## src/rtl/core/assert_macros.svh

```systemverilog
// Assertion macros shared by the decoder RTL.
// Define NO_ASSERTIONS to compile the checks out.
`ifndef ASSERT_MACROS_SVH
`define ASSERT_MACROS_SVH

`ifndef NO_ASSERTIONS

// Implication checked on every rising clock edge outside reset.
`define ASSERT_IMPL(lbl, ante, cons, msg) \
	lbl: assert property (@(posedge clk) disable iff (!arst_n) (ante) |-> (cons)) \
	else $error(msg);

// Implication checked in the cycle after the antecedent, outside reset.
`define ASSERT_NEXT(lbl, ante, cons, msg) \
	lbl: assert property (@(posedge clk) disable iff (!arst_n) (ante) |=> (cons)) \
	else $error(msg);

`else

`define ASSERT_IMPL(lbl, ante, cons, msg)
`define ASSERT_NEXT(lbl, ante, cons, msg)

`endif

`endif

```

## src/rtl/core/jsu_pkg.sv

```systemverilog
// Shared types and codes of the JSON string unescape decoder.
// No dependencies.
`timescale 1ns / 1ps

package jsu_pkg;

	localparam int unsigned MAX_RESULTS = 5;
	localparam int unsigned IDX_W = 3;

	// decode modes
	localparam logic [3:0] MODE_IDLE = 4'd0;
	localparam logic [3:0] MODE_SKIP = 4'd1;
	localparam logic [3:0] MODE_STR  = 4'd2;
	localparam logic [3:0] MODE_ESC  = 4'd3;
	localparam logic [3:0] MODE_HEX1 = 4'd4;
	localparam logic [3:0] MODE_SURB = 4'd5;
	localparam logic [3:0] MODE_SURU = 4'd6;
	localparam logic [3:0] MODE_HEX2 = 4'd7;

	// result status codes
	localparam logic [2:0] ST_DATA   = 3'd0;
	localparam logic [2:0] ST_DONE   = 3'd1;
	localparam logic [2:0] ST_NOQUOT = 3'd2;
	localparam logic [2:0] ST_BADESC = 3'd3;
	localparam logic [2:0] ST_BADHEX = 3'd4;
	localparam logic [2:0] ST_BADSUR = 3'd5;
	localparam logic [2:0] ST_UNTERM = 3'd6;

	// all results caused by one input byte
	typedef struct packed {
		logic [MAX_RESULTS-1:0][7:0] data;
		logic [MAX_RESULTS-1:0][2:0] status;
		logic [IDX_W-1:0]            count;
	} jsu_burst_t;

endpackage

```

## src/rtl/core/jsu_in_if.sv

```systemverilog
// Input channel of the decoder: one raw text byte per transaction.
// No dependencies.
`timescale 1ns / 1ps

interface jsu_in_if;
	logic       valid;
	logic       ready;
	logic [7:0] in_byte;
	logic       in_final;

	modport source (output valid, output in_byte, output in_final, input ready);
	modport sink (input valid, input in_byte, input in_final, output ready);
endinterface

```

## src/rtl/core/jsu_out_if.sv

```systemverilog
// Output channel of the decoder: one decoded byte or status per transaction.
// No dependencies.
`timescale 1ns / 1ps

interface jsu_out_if;
	logic       valid;
	logic       ready;
	logic [7:0] out_byte;
	logic [2:0] out_status;
	logic       out_end;

	modport source (output valid, output out_byte, output out_status, output out_end,
		input ready);
	modport sink (input valid, input out_byte, input out_status, input out_end,
		output ready);
endinterface

```

## src/rtl/core/json_string_unescape_decoder_core.sv

```systemverilog
// Each accepted byte is held in the input register, decoded combinationally
// and its burst loaded into the result register, which offers its results.
// Throughput: one byte per cycle while each byte yields at most one result and
// the output channel takes each result; a byte that yields several results
// (up to five) holds the result register until its last result leaves, and intake stalls.
// Reset clears the valid flags of both stages and the decode state (waiting for an
// opening quote). Depends on jsu_pkg, jsu_in_if, jsu_out_if.
`timescale 1ns / 1ps

module json_string_unescape_decoder_core (
	input  logic      clk,
	input  logic      arst_n,
	jsu_in_if.sink    text,
	jsu_out_if.source decoded
);
	import jsu_pkg::*;

	jsu_burst_t burst;
	logic       burst_load;
	logic       burst_free;

	// decode each accepted byte into a burst of results
	jsu_decoder u_decoder (
		.clk        (clk),
		.arst_n     (arst_n),
		.text       (text),
		.burst_free (burst_free),
		.burst_load (burst_load),
		.burst      (burst)
	);

	// serialize the burst onto the output channel
	jsu_burst_buffer u_buffer (
		.clk     (clk),
		.arst_n  (arst_n),
		.load    (burst_load),
		.burst   (burst),
		.free    (burst_free),
		.decoded (decoded)
	);

endmodule

```

## src/rtl/core/jsu_decoder.sv

```systemverilog
// Input register, decode state and single-pass decode of one byte into a burst.
// Depends on jsu_pkg, jsu_in_if and assert_macros.svh.
`timescale 1ns / 1ps
`include "assert_macros.svh"

module jsu_decoder (
	input  logic               clk,
	input  logic               arst_n,
	jsu_in_if.sink             text,
	input  logic               burst_free,
	output logic               burst_load,
	output jsu_pkg::jsu_burst_t burst
);
	import jsu_pkg::*;

	localparam logic [7:0] CH_QUOTE  = 8'h22;
	localparam logic [7:0] CH_BSLASH = 8'h5C;
	localparam logic [7:0] CH_U      = 8'h75;

	typedef struct packed {
		logic [2:0]      count;
		logic [3:0][7:0] data;
	} utf8_t;

	// encode a code point as UTF-8
	function automatic utf8_t utf8_encode(input logic [20:0] cp);
		utf8_t r;
		r = '0;
		if (cp <= 21'h7F) begin
			r.count   = 3'd1;
			r.data[0] = cp[7:0];
		end else if (cp <= 21'h7FF) begin
			r.count   = 3'd2;
			r.data[0] = 8'hC0 | {3'b000, cp[10:6]};
			r.data[1] = 8'h80 | {2'b00, cp[5:0]};
		end else if (cp <= 21'hFFFF) begin
			r.count   = 3'd3;
			r.data[0] = 8'hE0 | {4'b0000, cp[15:12]};
			r.data[1] = 8'h80 | {2'b00, cp[11:6]};
			r.data[2] = 8'h80 | {2'b00, cp[5:0]};
		end else begin
			r.count   = 3'd4;
			r.data[0] = 8'hF0 | {5'b00000, cp[20:18]};
			r.data[1] = 8'h80 | {2'b00, cp[17:12]};
			r.data[2] = 8'h80 | {2'b00, cp[11:6]};
			r.data[3] = 8'h80 | {2'b00, cp[5:0]};
		end
		return r;
	endfunction

	// map a simple escape letter; bit 8 flags a known letter
	function automatic logic [8:0] esc_map(input logic [7:0] c);
		logic [8:0] m;
		unique case (c)
			8'h22:   m = {1'b1, 8'h22};
			8'h5C:   m = {1'b1, 8'h5C};
			8'h2F:   m = {1'b1, 8'h2F};
			8'h62:   m = {1'b1, 8'h08};
			8'h66:   m = {1'b1, 8'h0C};
			8'h6E:   m = {1'b1, 8'h0A};
			8'h72:   m = {1'b1, 8'h0D};
			8'h74:   m = {1'b1, 8'h09};
			default: m = {1'b0, 8'h00};
		endcase
		return m;
	endfunction

	logic        valid_s1;
	logic [7:0]  byte_s1;
	logic        final_s1;
	logic [3:0]  mode_q, mode_d;
	logic [15:0] acc_q, acc_d;
	logic [9:0]  high_q, high_d;
	logic [1:0]  dcnt_q, dcnt_d;

	logic        advance;
	logic        dig_ok;
	logic [3:0]  dig;
	logic [15:0] acc_shift;
	logic [20:0] cp_pair;
	logic [8:0]  esc;
	utf8_t       enc;
	logic [2:0]  m_cnt;
	logic [3:0][7:0] m_data;
	logic [3:0][2:0] m_st;
	logic        f_en;
	logic [2:0]  f_st;

	// hex digit value of the current byte
	always_comb begin
		dig_ok = 1'b1;
		dig    = 4'd0;
		priority if (byte_s1 >= 8'h30 && byte_s1 <= 8'h39) begin
			dig = byte_s1[3:0];
		end else if ((byte_s1 >= 8'h61 && byte_s1 <= 8'h66) ||
		             (byte_s1 >= 8'h41 && byte_s1 <= 8'h46)) begin
			dig = byte_s1[3:0] + 4'd9;
		end else begin
			dig_ok = 1'b0;
		end
	end

	assign acc_shift = {acc_q[11:0], dig};
	assign cp_pair   = 21'h10000 + {1'b0, high_q, acc_shift[9:0]};
	assign esc       = esc_map(byte_s1);

	// decode one byte against the current mode
	always_comb begin
		mode_d = mode_q;
		acc_d  = acc_q;
		high_d = high_q;
		dcnt_d = dcnt_q;
		m_cnt  = 3'd0;
		m_data = '0;
		m_st   = '0;
		enc    = '0;
		f_en   = 1'b0;
		f_st   = ST_DATA;
		unique case (mode_q)
			MODE_STR: begin
				priority if (byte_s1 == CH_QUOTE) begin
					m_cnt   = 3'd1;
					m_st[0] = ST_DONE;
					mode_d  = MODE_IDLE;
				end else if (byte_s1 == CH_BSLASH) begin
					mode_d = MODE_ESC;
				end else begin
					m_cnt     = 3'd1;
					m_data[0] = byte_s1;
				end
			end
			MODE_ESC: begin
				priority if (esc[8]) begin
					m_cnt     = 3'd1;
					m_data[0] = esc[7:0];
					mode_d    = MODE_STR;
				end else if (byte_s1 == CH_U) begin
					acc_d  = '0;
					dcnt_d = '0;
					mode_d = MODE_HEX1;
				end else begin
					m_cnt   = 3'd1;
					m_st[0] = ST_BADESC;
					mode_d  = MODE_SKIP;
				end
			end
			MODE_HEX1: begin
				priority if (!dig_ok) begin
					m_cnt   = 3'd1;
					m_st[0] = ST_BADHEX;
					mode_d  = MODE_SKIP;
				end else if (dcnt_q == 2'd3) begin
					acc_d  = acc_shift;
					dcnt_d = 2'd0;
					if (acc_shift >= 16'hD800 && acc_shift <= 16'hDBFF) begin
						high_d = acc_shift[9:0];
						mode_d = MODE_SURB;
					end else begin
						enc    = utf8_encode({5'd0, acc_shift});
						m_cnt  = enc.count;
						m_data = enc.data;
						mode_d = MODE_STR;
					end
				end else begin
					acc_d  = acc_shift;
					dcnt_d = dcnt_q + 2'd1;
				end
			end
			MODE_SURB: begin
				if (byte_s1 == CH_BSLASH) begin
					mode_d = MODE_SURU;
				end else begin
					m_cnt   = 3'd1;
					m_st[0] = ST_BADSUR;
					mode_d  = MODE_SKIP;
				end
			end
			MODE_SURU: begin
				if (byte_s1 == CH_U) begin
					acc_d  = '0;
					dcnt_d = '0;
					mode_d = MODE_HEX2;
				end else begin
					m_cnt   = 3'd1;
					m_st[0] = ST_BADSUR;
					mode_d  = MODE_SKIP;
				end
			end
			MODE_HEX2: begin
				priority if (!dig_ok) begin
					m_cnt   = 3'd1;
					m_st[0] = ST_BADHEX;
					mode_d  = MODE_SKIP;
				end else if (dcnt_q == 2'd3) begin
					acc_d  = acc_shift;
					dcnt_d = 2'd0;
					if (acc_shift >= 16'hDC00 && acc_shift <= 16'hDFFF) begin
						enc    = utf8_encode(cp_pair);
						m_cnt  = enc.count;
						m_data = enc.data;
						mode_d = MODE_STR;
					end else begin
						m_cnt   = 3'd1;
						m_st[0] = ST_BADSUR;
						mode_d  = MODE_SKIP;
					end
				end else begin
					acc_d  = acc_shift;
					dcnt_d = dcnt_q + 2'd1;
				end
			end
			MODE_SKIP: begin
				if (byte_s1 == CH_QUOTE) begin
					mode_d = MODE_STR;
				end
			end
			default: begin
				if (byte_s1 == CH_QUOTE) begin
					mode_d = MODE_STR;
				end else begin
					m_cnt   = 3'd1;
					m_st[0] = ST_NOQUOT;
					mode_d  = MODE_SKIP;
				end
			end
		endcase

		// close the text on the last byte
		if (final_s1) begin
			unique case (mode_d)
				MODE_STR: begin
					f_en = 1'b1;
					f_st = ST_UNTERM;
				end
				MODE_ESC: begin
					f_en = 1'b1;
					f_st = ST_BADESC;
				end
				MODE_HEX1, MODE_HEX2: begin
					f_en = 1'b1;
					f_st = ST_BADHEX;
				end
				MODE_SURB, MODE_SURU: begin
					f_en = 1'b1;
					f_st = ST_BADSUR;
				end
				default: begin
					f_en = 1'b0;
				end
			endcase
			mode_d = MODE_IDLE;
			acc_d  = '0;
			dcnt_d = '0;
		end
	end

	// assemble the burst: main results, then the closing status
	always_comb begin
		burst = '0;
		for (int i = 0; i < 4; i++) begin
			if (IDX_W'(i) < m_cnt) begin
				burst.data[i]   = m_data[i];
				burst.status[i] = m_st[i];
			end
		end
		for (int i = 0; i < MAX_RESULTS; i++) begin
			if (f_en && IDX_W'(i) == m_cnt) begin
				burst.status[i] = f_st;
			end
		end
		burst.count = m_cnt + {2'b00, f_en};
	end

	// hand the burst over when the output side can take it
	assign advance    = valid_s1 && (burst.count == '0 || burst_free);
	assign burst_load = advance && burst.count != '0;
	assign text.ready = !valid_s1 || advance;

	// hold the accepted byte
	always_ff @(posedge clk or negedge arst_n) begin
		if (!arst_n) begin
			valid_s1 <= 1'b0;
		end else if (text.ready) begin
			valid_s1 <= text.valid;
		end
	end

	always_ff @(posedge clk) begin
		if (text.valid && text.ready) begin
			byte_s1  <= text.in_byte;
			final_s1 <= text.in_final;
		end
	end

	// advance the decode state
	always_ff @(posedge clk or negedge arst_n) begin
		if (!arst_n) begin
			mode_q <= MODE_IDLE;
			acc_q  <= '0;
			high_q <= '0;
			dcnt_q <= '0;
		end else if (advance) begin
			mode_q <= mode_d;
			acc_q  <= acc_d;
			high_q <= high_d;
			dcnt_q <= dcnt_d;
		end
	end

	`ASSERT_NEXT(a_final_idle, advance && final_s1, mode_q == MODE_IDLE, "final byte left a string open")
	`ASSERT_IMPL(a_count_max, advance, burst.count <= IDX_W'(MAX_RESULTS), "burst too long")
	`ASSERT_NEXT(a_in_hold, valid_s1 && !advance, valid_s1 && $stable(byte_s1), "stalled byte moved")

endmodule

```

## src/rtl/core/jsu_burst_buffer.sv

```systemverilog
// Result register that holds one burst and sends it out one result at a time.
// Depends on jsu_pkg, jsu_out_if and assert_macros.svh.
`timescale 1ns / 1ps
`include "assert_macros.svh"

module jsu_burst_buffer (
	input  logic                clk,
	input  logic                arst_n,
	input  logic                load,
	input  jsu_pkg::jsu_burst_t burst,
	output logic                free,
	jsu_out_if.source           decoded
);
	import jsu_pkg::*;

	jsu_burst_t       burst_q;
	logic             valid_q;
	logic [IDX_W-1:0] idx_q;
	logic             last;

	assign last = (idx_q == burst_q.count - IDX_W'(1));
	assign free = !valid_q || (last && decoded.ready);

	assign decoded.valid      = valid_q;
	assign decoded.out_byte   = burst_q.data[idx_q];
	assign decoded.out_status = burst_q.status[idx_q];
	assign decoded.out_end    = last;

	// step through the burst, reload when the last result goes
	always_ff @(posedge clk or negedge arst_n) begin
		if (!arst_n) begin
			valid_q <= 1'b0;
			idx_q   <= '0;
		end else if (load) begin
			valid_q <= 1'b1;
			idx_q   <= '0;
		end else if (valid_q && decoded.ready) begin
			if (last) begin
				valid_q <= 1'b0;
			end else begin
				idx_q <= idx_q + IDX_W'(1);
			end
		end
	end

	// hold the burst payload
	always_ff @(posedge clk) begin
		if (load) begin
			burst_q <= burst;
		end
	end

	`ASSERT_IMPL(a_load_free, load, free, "burst loaded over a pending one")
	`ASSERT_IMPL(a_load_nonempty, load, burst.count != '0, "empty burst loaded")
	`ASSERT_IMPL(a_idx_range, valid_q, idx_q < burst_q.count, "result index past burst")
	`ASSERT_NEXT(a_stall_hold, valid_q && !decoded.ready, valid_q && $stable(idx_q), "stalled result moved")

endmodule
```

## src/flat_wrapper.sv

```systemverilog
// flat-port wrapper written by rule: the top's interface ports become plain ports
module json_string_unescape_decoder_core_flat import jsu_pkg::*;
  (clk, arst_n, text_valid, text_in_byte, text_in_final, text_ready, decoded_valid, decoded_out_byte, decoded_out_status, decoded_out_end, decoded_ready);
  jsu_in_if text_i ();
  jsu_out_if decoded_i ();
  input  logic clk;
  input  logic arst_n;
  input wire logic [$bits(text_i.valid)-1:0] text_valid;
  input wire logic [$bits(text_i.in_byte)-1:0] text_in_byte;
  input wire logic [$bits(text_i.in_final)-1:0] text_in_final;
  output wire logic [$bits(text_i.ready)-1:0] text_ready;
  output wire logic [$bits(decoded_i.valid)-1:0] decoded_valid;
  output wire logic [$bits(decoded_i.out_byte)-1:0] decoded_out_byte;
  output wire logic [$bits(decoded_i.out_status)-1:0] decoded_out_status;
  output wire logic [$bits(decoded_i.out_end)-1:0] decoded_out_end;
  input wire logic [$bits(decoded_i.ready)-1:0] decoded_ready;
  assign text_i.valid = text_valid;
  assign text_i.in_byte = text_in_byte;
  assign text_i.in_final = text_in_final;
  assign text_ready = text_i.ready;
  assign decoded_valid = decoded_i.valid;
  assign decoded_out_byte = decoded_i.out_byte;
  assign decoded_out_status = decoded_i.out_status;
  assign decoded_out_end = decoded_i.out_end;
  assign decoded_i.ready = decoded_ready;
  json_string_unescape_decoder_core u_core (.clk(clk), .arst_n(arst_n), .text(text_i), .decoded(decoded_i));
endmodule
```

## config.mk

```make
export PLATFORM = sky130hd
export DESIGN_NAME = json_string_unescape_decoder_core_flat
export DESIGN_NICKNAME = d
export VERILOG_FILES = /design/src/rtl/core/jsu_pkg.sv /design/src/rtl/core/jsu_in_if.sv /design/src/rtl/core/jsu_out_if.sv /design/src/rtl/core/json_string_unescape_decoder_core.sv /design/src/rtl/core/jsu_decoder.sv /design/src/rtl/core/jsu_burst_buffer.sv /design/src/flat_wrapper.sv
export VERILOG_INCLUDE_DIRS = /design/src /design/src/rtl/core
export SDC_FILE = /design/constraint.sdc
export NUM_CORES = 1
export LEC_CHECK = 0
export BUFFER_PORTS_ARGS = -buffer_cell sky130_fd_sc_hd__buf_2
export CELL_PAD_IN_SITES_DETAIL_PLACEMENT = 1
export CELL_PAD_IN_SITES_GLOBAL_PLACEMENT = 1
export CORE_UTILIZATION = 49
export CTS_CLUSTER_DIAMETER = 80
export DETAILED_ROUTE_END_ITERATION = 6
export PLACE_DENSITY_LB_ADDON = 0.1
export SETUP_SLACK_MARGIN = 0.3
export SLEW_MARGIN = 15
export SYNTH_ARGS = -nofsm -noshare
export SYNTH_HDL_FRONTEND = slang
export SYNTH_SLANG_ARGS = --single-unit
```

## constraint.sdc

```tcl
create_clock -name clk -period 6.2 [get_ports clk]
set_input_delay 1.24 -clock clk [delete_from_list [all_inputs] [get_ports clk]]
set_output_delay 1.24 -clock clk [all_outputs]
set_load 0.05 [all_outputs]
```

==> results of run 1 <==
## placed cells by master (no fill, tap or decap), types with 10 or more instances in the layout
cell      count
inv_1        24
nor2_1       60
ha_1         10
nand2_1      58
nand3_1      20
dfrtp_1      33
a21oi_1      21
o21ai_0      34
edfxtp_1     56
buf_2        26
nor2b_1      11
mux2i_1      24
## repair_timing
item | in CTS | in global routing
setup buffers | 0 | 3
setup endpoints to repair | 1 | 1
resized for setup | 3 | 7
## worst min path at each step
stage | slack [ns] | depth (start not counted) | end | start
3_5_place_dp | 0.53 | 1 | u_core.u_decoder.dcnt_q[0] | u_core.u_decoder.dcnt_q[0]
2_1_floorplan | 0.49 | 1 | u_core.u_decoder.dcnt_q[0] | u_core.u_decoder.dcnt_q[0]
5_1_grt | 0.55 | 1 | u_core.u_decoder.dcnt_q[0] | u_core.u_decoder.dcnt_q[0]
4_1_cts | 0.55 | 2 | u_core.u_decoder.dcnt_q[1] | u_core.u_decoder.dcnt_q[1]
6_report | 0.54 | 2 | u_core.u_decoder.dcnt_q[1] | u_core.u_decoder.dcnt_q[1]
3_3_place_gp | 0.50 | 1 | u_core.u_decoder.dcnt_q[0] | u_core.u_decoder.dcnt_q[0]
## flip-flops by register name, summed over array words and instances (netlist names)
register and flops:
u_core.u_decoder.high_q 10, u_core.u_decoder.final_s1 1, u_core.u_buffer.decoded.valid 1, u_core.u_decoder.dcnt_q 2, u_core.u_decoder.valid_s1 1, u_core.u_decoder.mode_q 4, u_core.u_buffer.burst_q 47, u_core.u_buffer.idx_q 3
u_core.u_decoder.byte_s1 8, u_core.u_decoder.acc_q 12
## report_power, final
part           total (mW)  internal (mW)  switching [mW]
Sequential          0.950          0.781           0.168
Clock               0.526          0.276           0.249
Combinational        1.07          0.375           0.697
Total                2.55           1.43            1.11
## critical path, stage by stage, from the launching register on
cell and delay [ns]:
edfxtp_1 0.50, buf_4 0.20, ha_1 0.26, o21bai_2 0.29
a211oi_2 0.14, o221a_4 0.35, and2_4 0.19, o21ai_0 0.26
nand2_2 0.22, a31oi_1 0.24, o22a_2 0.31, ha_1 0.19
ha_1 0.27, nor2_2 0.26, a21oi_1 0.14, inv_1 0.07
buf_2 0.25
## cells by family after synthesis
family,synth area share (%)
AOI/OAI and AO/OA,17.2
xor gates and xnor gates,1.49
adders and majority gates,2.38
buffers and inverters,4.06
DFF,43.3
muxes,10.8
other,0.0648
and+or+nand+nor,20.7
## area by class of cell
type | instances | area, um2
Fill cell | 1284 | 5110
Multi-Input combinational cell | 445 | 3100
Sequential cell | 89 | 2510
Clock buffer | 10 | 229
Timing Repair Buffer | 35 | 198
Tap cell | 143 | 179
Inverter | 25 | 93.8
Clock inverter | 6 | 50.0
## routing by layer
layer,up-vias,share of wire (%),global-route usage (%)
met2,166,48,49.2
li1,2220,-,-
met4,0,1.8,10.2
met5,-,0,0
met1,2483,45,43.0
met3,22,5.2,3.61
## stage by stage
| stage | setup WS [ns] | hold slack (ns) | utilization [%] | area, um2 | total power [mW] |
|---|---|---|---|---|---|
| finish | 0.469 | 0.537 | 55.4 | 6360 | 2.55 |
| floorplan | 1.01 | 0.489 | - | 5800 | 1.73 |
| detailed placement | 0.449 | 0.531 | 52.5 | 6020 | 2.00 |
| global placement | 0.782 | 0.498 | 52.5 | 6020 | 1.95 |
| global route | 0.298 | 0.553 | 55.4 | 6360 | 2.67 |
| CTS | 0.326 | 0.546 | 55.0 | 6310 | 2.53 |
==> reports/results.ini, run 1 <==
[layout]
diodes=0
fin_nets=629
stdcell_count=753
syn_to_final_growth_pct=9.81
drive_gt1_share_pct=17.5

[cts]
clock_sinks=89
cts_buffers=9
cts_root_buf=clkbuf_16
ctsHoldBuffers=0
cts_buffer_depth=2
clk_latency_ns=0.35
clk_pin_slew_ns=0.07
h-tree-depth=3
cts_tree=yes

[drt]
final_antenna_net_count=0
totalWireLength_um=18100
drc_errors=0
first_pass_iters=5
vias=4891
drt_iter0_drc=369
wire_per_inst_um=24.0
vias_per_cell=6.50

[sta]
tns_ns=0
drv_slew=0
fmax_mhz=174
rsz0062_at_grt=false
setup_viol=0
post-route-min-period_ns=5.73
slew_headroom_pct=27.9
fin_crit_sh_pct=92.4
worst_slew_pin_slew_ns=1.07
skew_ns=0.0108
finalHoldViolCount=0

[run]
cap_violations=0

[setup_path]
critPathCapture=text_ready
startpoint=u_core.u_decoder.byte_s1[0]
worst-r2r-setup-slack_ns=0.93
r2r_start=u_core.u_decoder.byte_s1[0]
r2r_cells=19
crit_fanout=12
startpoint_type=flip-flop
worstSetupEndpointType=primary output
critPathArrivalTime_ns=4.49
critical_path_class=flip-flop to primary output
cp_data_required_time_ns=4.96
rr_endpoint=u_core.u_decoder.acc_q[10]

[floorplanning]
die-height_um=111
io_pins=27
design.core.area_um2=11500
die_x_um=111
placementRows=39
dieArea_um2=12300
start_util_pct=50.5

[place]
dp.cells=734
hpwl_um=13600
port_buffers=26
place.gp.congestion=0.955

[status]
status=finished clean

[logic_synthesis]
async_reset_ff_share_pct=37.1
yosysWarnings=0
synth_edf_count=56
syn_inst=585
synth_common_cells=nor2_1 (61), nand2_1 (59), edfxtp_1 (56), o21ai_0 (34), dfrtp_1 (33)
synth_area_leaders=edfxtp_1 (29%), dfrtp_1 (14%), mux2i_1 (4.1%)
synth-main-ff-cell=edfxtp_1
synth_area_um2=5790
synth_seq_cells=89
yosysUniqueCellTypes=88
yosysSeqAreaShare_pct=43.3
synth.most_common_cell=nor2_1
avgSynthCellArea_um2=9.90
synth_top_area_share_pct=29.0
synth_top_area_cell=edfxtp_1

[power]
power_leakage_nw=2.45
powerDensity_nw_per_um2=401
worst_ir_drop_vdd_mv=0.484

[global_route]
grt_overflow=0
grt_pass1_vias=4882
grt.total_usage_pct=30.6
grt_pass1_wl_um=28500
antenna_found_initial=0
grt_start_max_net_pins=51

[hold_path]
hold_class=flip-flop to flip-flop

Power figures use the tool's default switching activity.
==> run 2, diff against run 1 <==
--- a/config.mk
+++ b/config.mk
@@ -6,12 +6,13 @@
 export SDC_FILE = /design/constraint.sdc
 export NUM_CORES = 1
 export LEC_CHECK = 0
-export BUFFER_PORTS_ARGS = -buffer_cell sky130_fd_sc_hd__buf_2
+export ABC_AREA = 1
 export CELL_PAD_IN_SITES_DETAIL_PLACEMENT = 1
 export CELL_PAD_IN_SITES_GLOBAL_PLACEMENT = 1
-export CORE_UTILIZATION = 49
+export CORE_UTILIZATION = 48
 export CTS_CLUSTER_DIAMETER = 80
 export DETAILED_ROUTE_END_ITERATION = 6
+export DONT_BUFFER_PORTS = 1
 export PLACE_DENSITY_LB_ADDON = 0.1
 export SETUP_SLACK_MARGIN = 0.3
 export SLEW_MARGIN = 15
==> run 2 against run 1 <==
Compared with the run above: global-route usage increased by 1.4 points; non-clock buffer count shrank 24; core utilization down 2.0 points.
==> reports/results.ini, run 2 <==
[status]
status=finished clean  ; unchanged

[setup_path]
startpoint_type=flip-flop  ; unchanged
critPathArrivalTime_ns=4.25  ; was 4.49 ns
crit_fanout=8  ; was 12
worst-r2r-setup-slack_ns=1.56  ; was 0.93 ns
critical_path_class=flip-flop to primary output  ; unchanged
cp_data_required_time_ns=4.96  ; about the same
r2r_cells=18  ; was 19
worstSetupEndpointType=primary output  ; unchanged

[global_route]
grt_start_max_net_pins=34  ; was 51
grt.total_usage_pct=31.9  ; was 30.6%
grt_pass1_wl_um=31100  ; was 28500 um
grt_overflow=0  ; unchanged
grt_pass1_vias=5675  ; was 4882
antenna_found_initial=0  ; unchanged

[cts]
h-tree-depth=3  ; unchanged
clock_sinks=89  ; unchanged
cts_root_buf=clkbuf_16  ; unchanged
clk_latency_ns=0.35  ; about the same
clk_pin_slew_ns=0.07  ; about the same
cts_tree=yes  ; unchanged
ctsHoldBuffers=0  ; unchanged
cts_buffer_depth=2  ; unchanged
cts_buffers=9  ; unchanged

[logic_synthesis]
synth_top_area_cell=edfxtp_1  ; unchanged
synth.most_common_cell=nand2_1  ; was nor2_1
avgSynthCellArea_um2=7.38  ; was 9.90 um2
synth_compound_area_share_pct=12.8  ; was 17.2%
synth_area_um2=5980  ; was 5790 um2
yosysSeqAreaShare_pct=41.9  ; was 43.3%
async_reset_ff_share_pct=37.1  ; unchanged
yosysWarnings=0  ; unchanged
synth-main-ff-cell=edfxtp_1  ; unchanged
yosysUniqueCellTypes=45  ; was 88
synth_fa_ha_area_share_pct=2.30  ; was 2.38%
syn_inst=811  ; was 585
synth-simple-area-share_pct=33.4  ; was 20.7%
synth_edf_count=56  ; unchanged
synthMuxAreaShare_pct=0  ; was 10.8%
synth_seq_cells=89  ; unchanged
synth_top_family_by_area=simple AND/OR/NAND/NOR gates  ; unchanged
synth_top_area_share_pct=28.1  ; was 29.0%
synthXorXnorAreaFrac_pct=0.732  ; was 1.49%
synth_area_leaders=edfxtp_1 (28%), dfrtp_1 (14%), nand2_1 (12%)  ; was edfxtp_1 (29%), dfrtp_1 (14%), mux2i_1 (4.1%)
synth_common_cells=nand2_1 (185), nor2_1 (110), inv_1 (101), edfxtp_1 (56), o21ai_0 (56)  ; was nor2_1 (61), nand2_1 (59), edfxtp_1 (56), o21ai_0 (34), dfrtp_1 (33)

[floorplanning]
io_pins=27  ; unchanged
start_util_pct=49.6  ; was 50.5%
die_x_um=114  ; was 111 um
placementRows=40  ; was 39
die-height_um=114  ; was 111 um
dieArea_um2=12900  ; was 12300 um2
design.core.area_um2=12100  ; was 11500 um2

[drt]
drc_errors=0  ; unchanged
first_pass_iters=7  ; was 5
vias_per_cell=5.97  ; was 6.50
drt_iter0_drc=589  ; was 369
totalWireLength_um=20000  ; was 18100 um
wire_per_inst_um=20.4  ; was 24.0 um
vias=5847  ; was 4891
final_antenna_net_count=0  ; unchanged

[sta]
fmax_mhz=182  ; was 174 MHz
worst_slew_pin_slew_ns=1.11  ; was 1.07 ns
skew_ns=0.00994  ; was 0.0108 ns
fin_ws_ns=0.707  ; was 0.469 ns
rsz0062_at_grt=false  ; unchanged
slew_headroom_pct=26.2  ; was 27.9%
drv_slew=0  ; unchanged
post-route-min-period_ns=5.49  ; was 5.73 ns
tns_ns=0  ; unchanged
finalHoldViolCount=0  ; unchanged
setup_viol=0  ; unchanged
fin_crit_sh_pct=88.6  ; was 92.4%

[run]
cap_violations=0  ; unchanged

[place]
hpwl_um=15200  ; was 13600 um
place.gp.congestion=0.962  ; was 0.955
pre_cts_ws_ns=0.831  ; was 0.449 ns
port_buffers=0  ; was 26

[hold_path]
hold_class=flip-flop to flip-flop  ; unchanged
min_path_cells=2  ; unchanged

[power]
power_mw=2.62  ; was 2.55 mW
worst_ir_drop_vdd_mv=0.223  ; was 0.484 mV
powerDensity_nw_per_um2=407  ; was 401 nW/um2
power_leakage_nw=2.87  ; was 2.45 nW

[layout]
fillerInstances=1544  ; was 1284
diodes=0  ; unchanged
final_common_cell=nand2_1  ; was nor2_1
layout_common_cells=nand2_1 (185), nor2_1 (110), inv_1 (100)  ; was nor2_1 (60), nand2_1 (58), edfxtp_1 (56)
top_regs=u_core.u_buffer.burst_q: 47 flops, u_core.u_decoder.acc_q: 12 flops, u_core.u_decoder.high_q: 10 flops  ; unchanged
syn_to_final_growth_pct=7.76  ; was 9.81%
top_register=u_core.u_buffer.burst_q  ; unchanged
final_util_pct=53.4  ; was 55.4%
drive_gt1_share_pct=7.03  ; was 17.5%
fin_nets=830  ; was 629
largest_reg_flops=47  ; unchanged

==> run 2: metrics by stage <==
step / instances / cell area, um2 / hold slack (ns)
after floorplan: 814 / 5990 / 0.446
after global placement: 961 / 6140 / 0.459
after detailed placement: 961 / 6140 / 0.476
after CTS: 977 / 6410 / 0.491
after global routing: 979 / 6450 / 0.516
final: 979 / 6450 / 0.487
==> run 2: layout make-up <==
| type | count | area (um2) | area share, % |
|---|---|---|---|
| well taps | 168 | 210 | 3.26 |
| flip-flops and latches | 89 | 2510 | 38.9 |
| repair buffers | 11 | 82.6 | 1.28 |
| clock inverters | 6 | 41.3 | 0.641 |
| inverters | 105 | 394 | 6.11 |
| multi-input cells | 590 | 2980 | 46.3 |
| clock buffers | 10 | 229 | 3.55 |
==> run 2: per-layer routing <==
| layer | GRT usage, % | vias to the layer above | routed length (um) |
|---|---|---|---|
| li1 | - | 2729 | - |
| met3 | 4.30 | 30 | 1050 |
| met2 | 50.4 | 187 | 9220 |
| met1 | 45.3 | 2901 | 9310 |
| met5 | 0 | - | 0 |
| met4 | 10.6 | 0 | 435 |
==> run 2: power by group <==
part           internal (mW)  leakage (nW)  switching [mW]
combinational          0.246          1.76           0.899
clock                  0.274         0.137           0.243
sequential             0.819         0.979           0.140
total                   1.34          2.87            1.28
==> run 2: path summary, 6_finish.rpt <==
kind,from,to
setup / recovery,u_core.u_decoder.byte_s1[2],text_ready
max in group asynchronous,arst_n,u_core.u_decoder.valid_s1
setup reg to reg,u_core.u_decoder.byte_s1[2],u_core.u_buffer.burst_q[27]
hold reg to reg,u_core.u_decoder.dcnt_q[1],u_core.u_decoder.dcnt_q[1]
min in group asynchronous,arst_n,u_core.u_buffer.idx_q[2]
hold / removal,u_core.u_decoder.dcnt_q[1],u_core.u_decoder.dcnt_q[1]
==> run 2: kinds of logic after synthesis <==
group / after synthesis
other cells: 1
xor+xnor: 5
buf+inv: 135
compound gates: 132
simple gates: 438
fa+ha+maj: 11
flops: 89
==> run 2: repair_timing <==
item	4_1_cts	5_1_grt
endpoints found under the hold margin	0	0
resized for setup	0	4
endpoints found under the setup margin	0	1
buffers inserted	0	2
==> run 2: critical path, cell delays in order (launching register included) <==
cell,delay (ns)
edfxtp_1,0.53
inv_1,0.17
nor2_1,0.19
inv_1,0.08
nor3_1,0.58
o21ai_0,0.26
o21bai_1,0.24
nor3_1,0.21
o2111ai_1,0.14
nor2_1,0.20
nand3_2,0.19
ha_1,0.27
ha_1,0.30
nor2_1,0.15
nand3_2,0.16
nand3_4,0.21
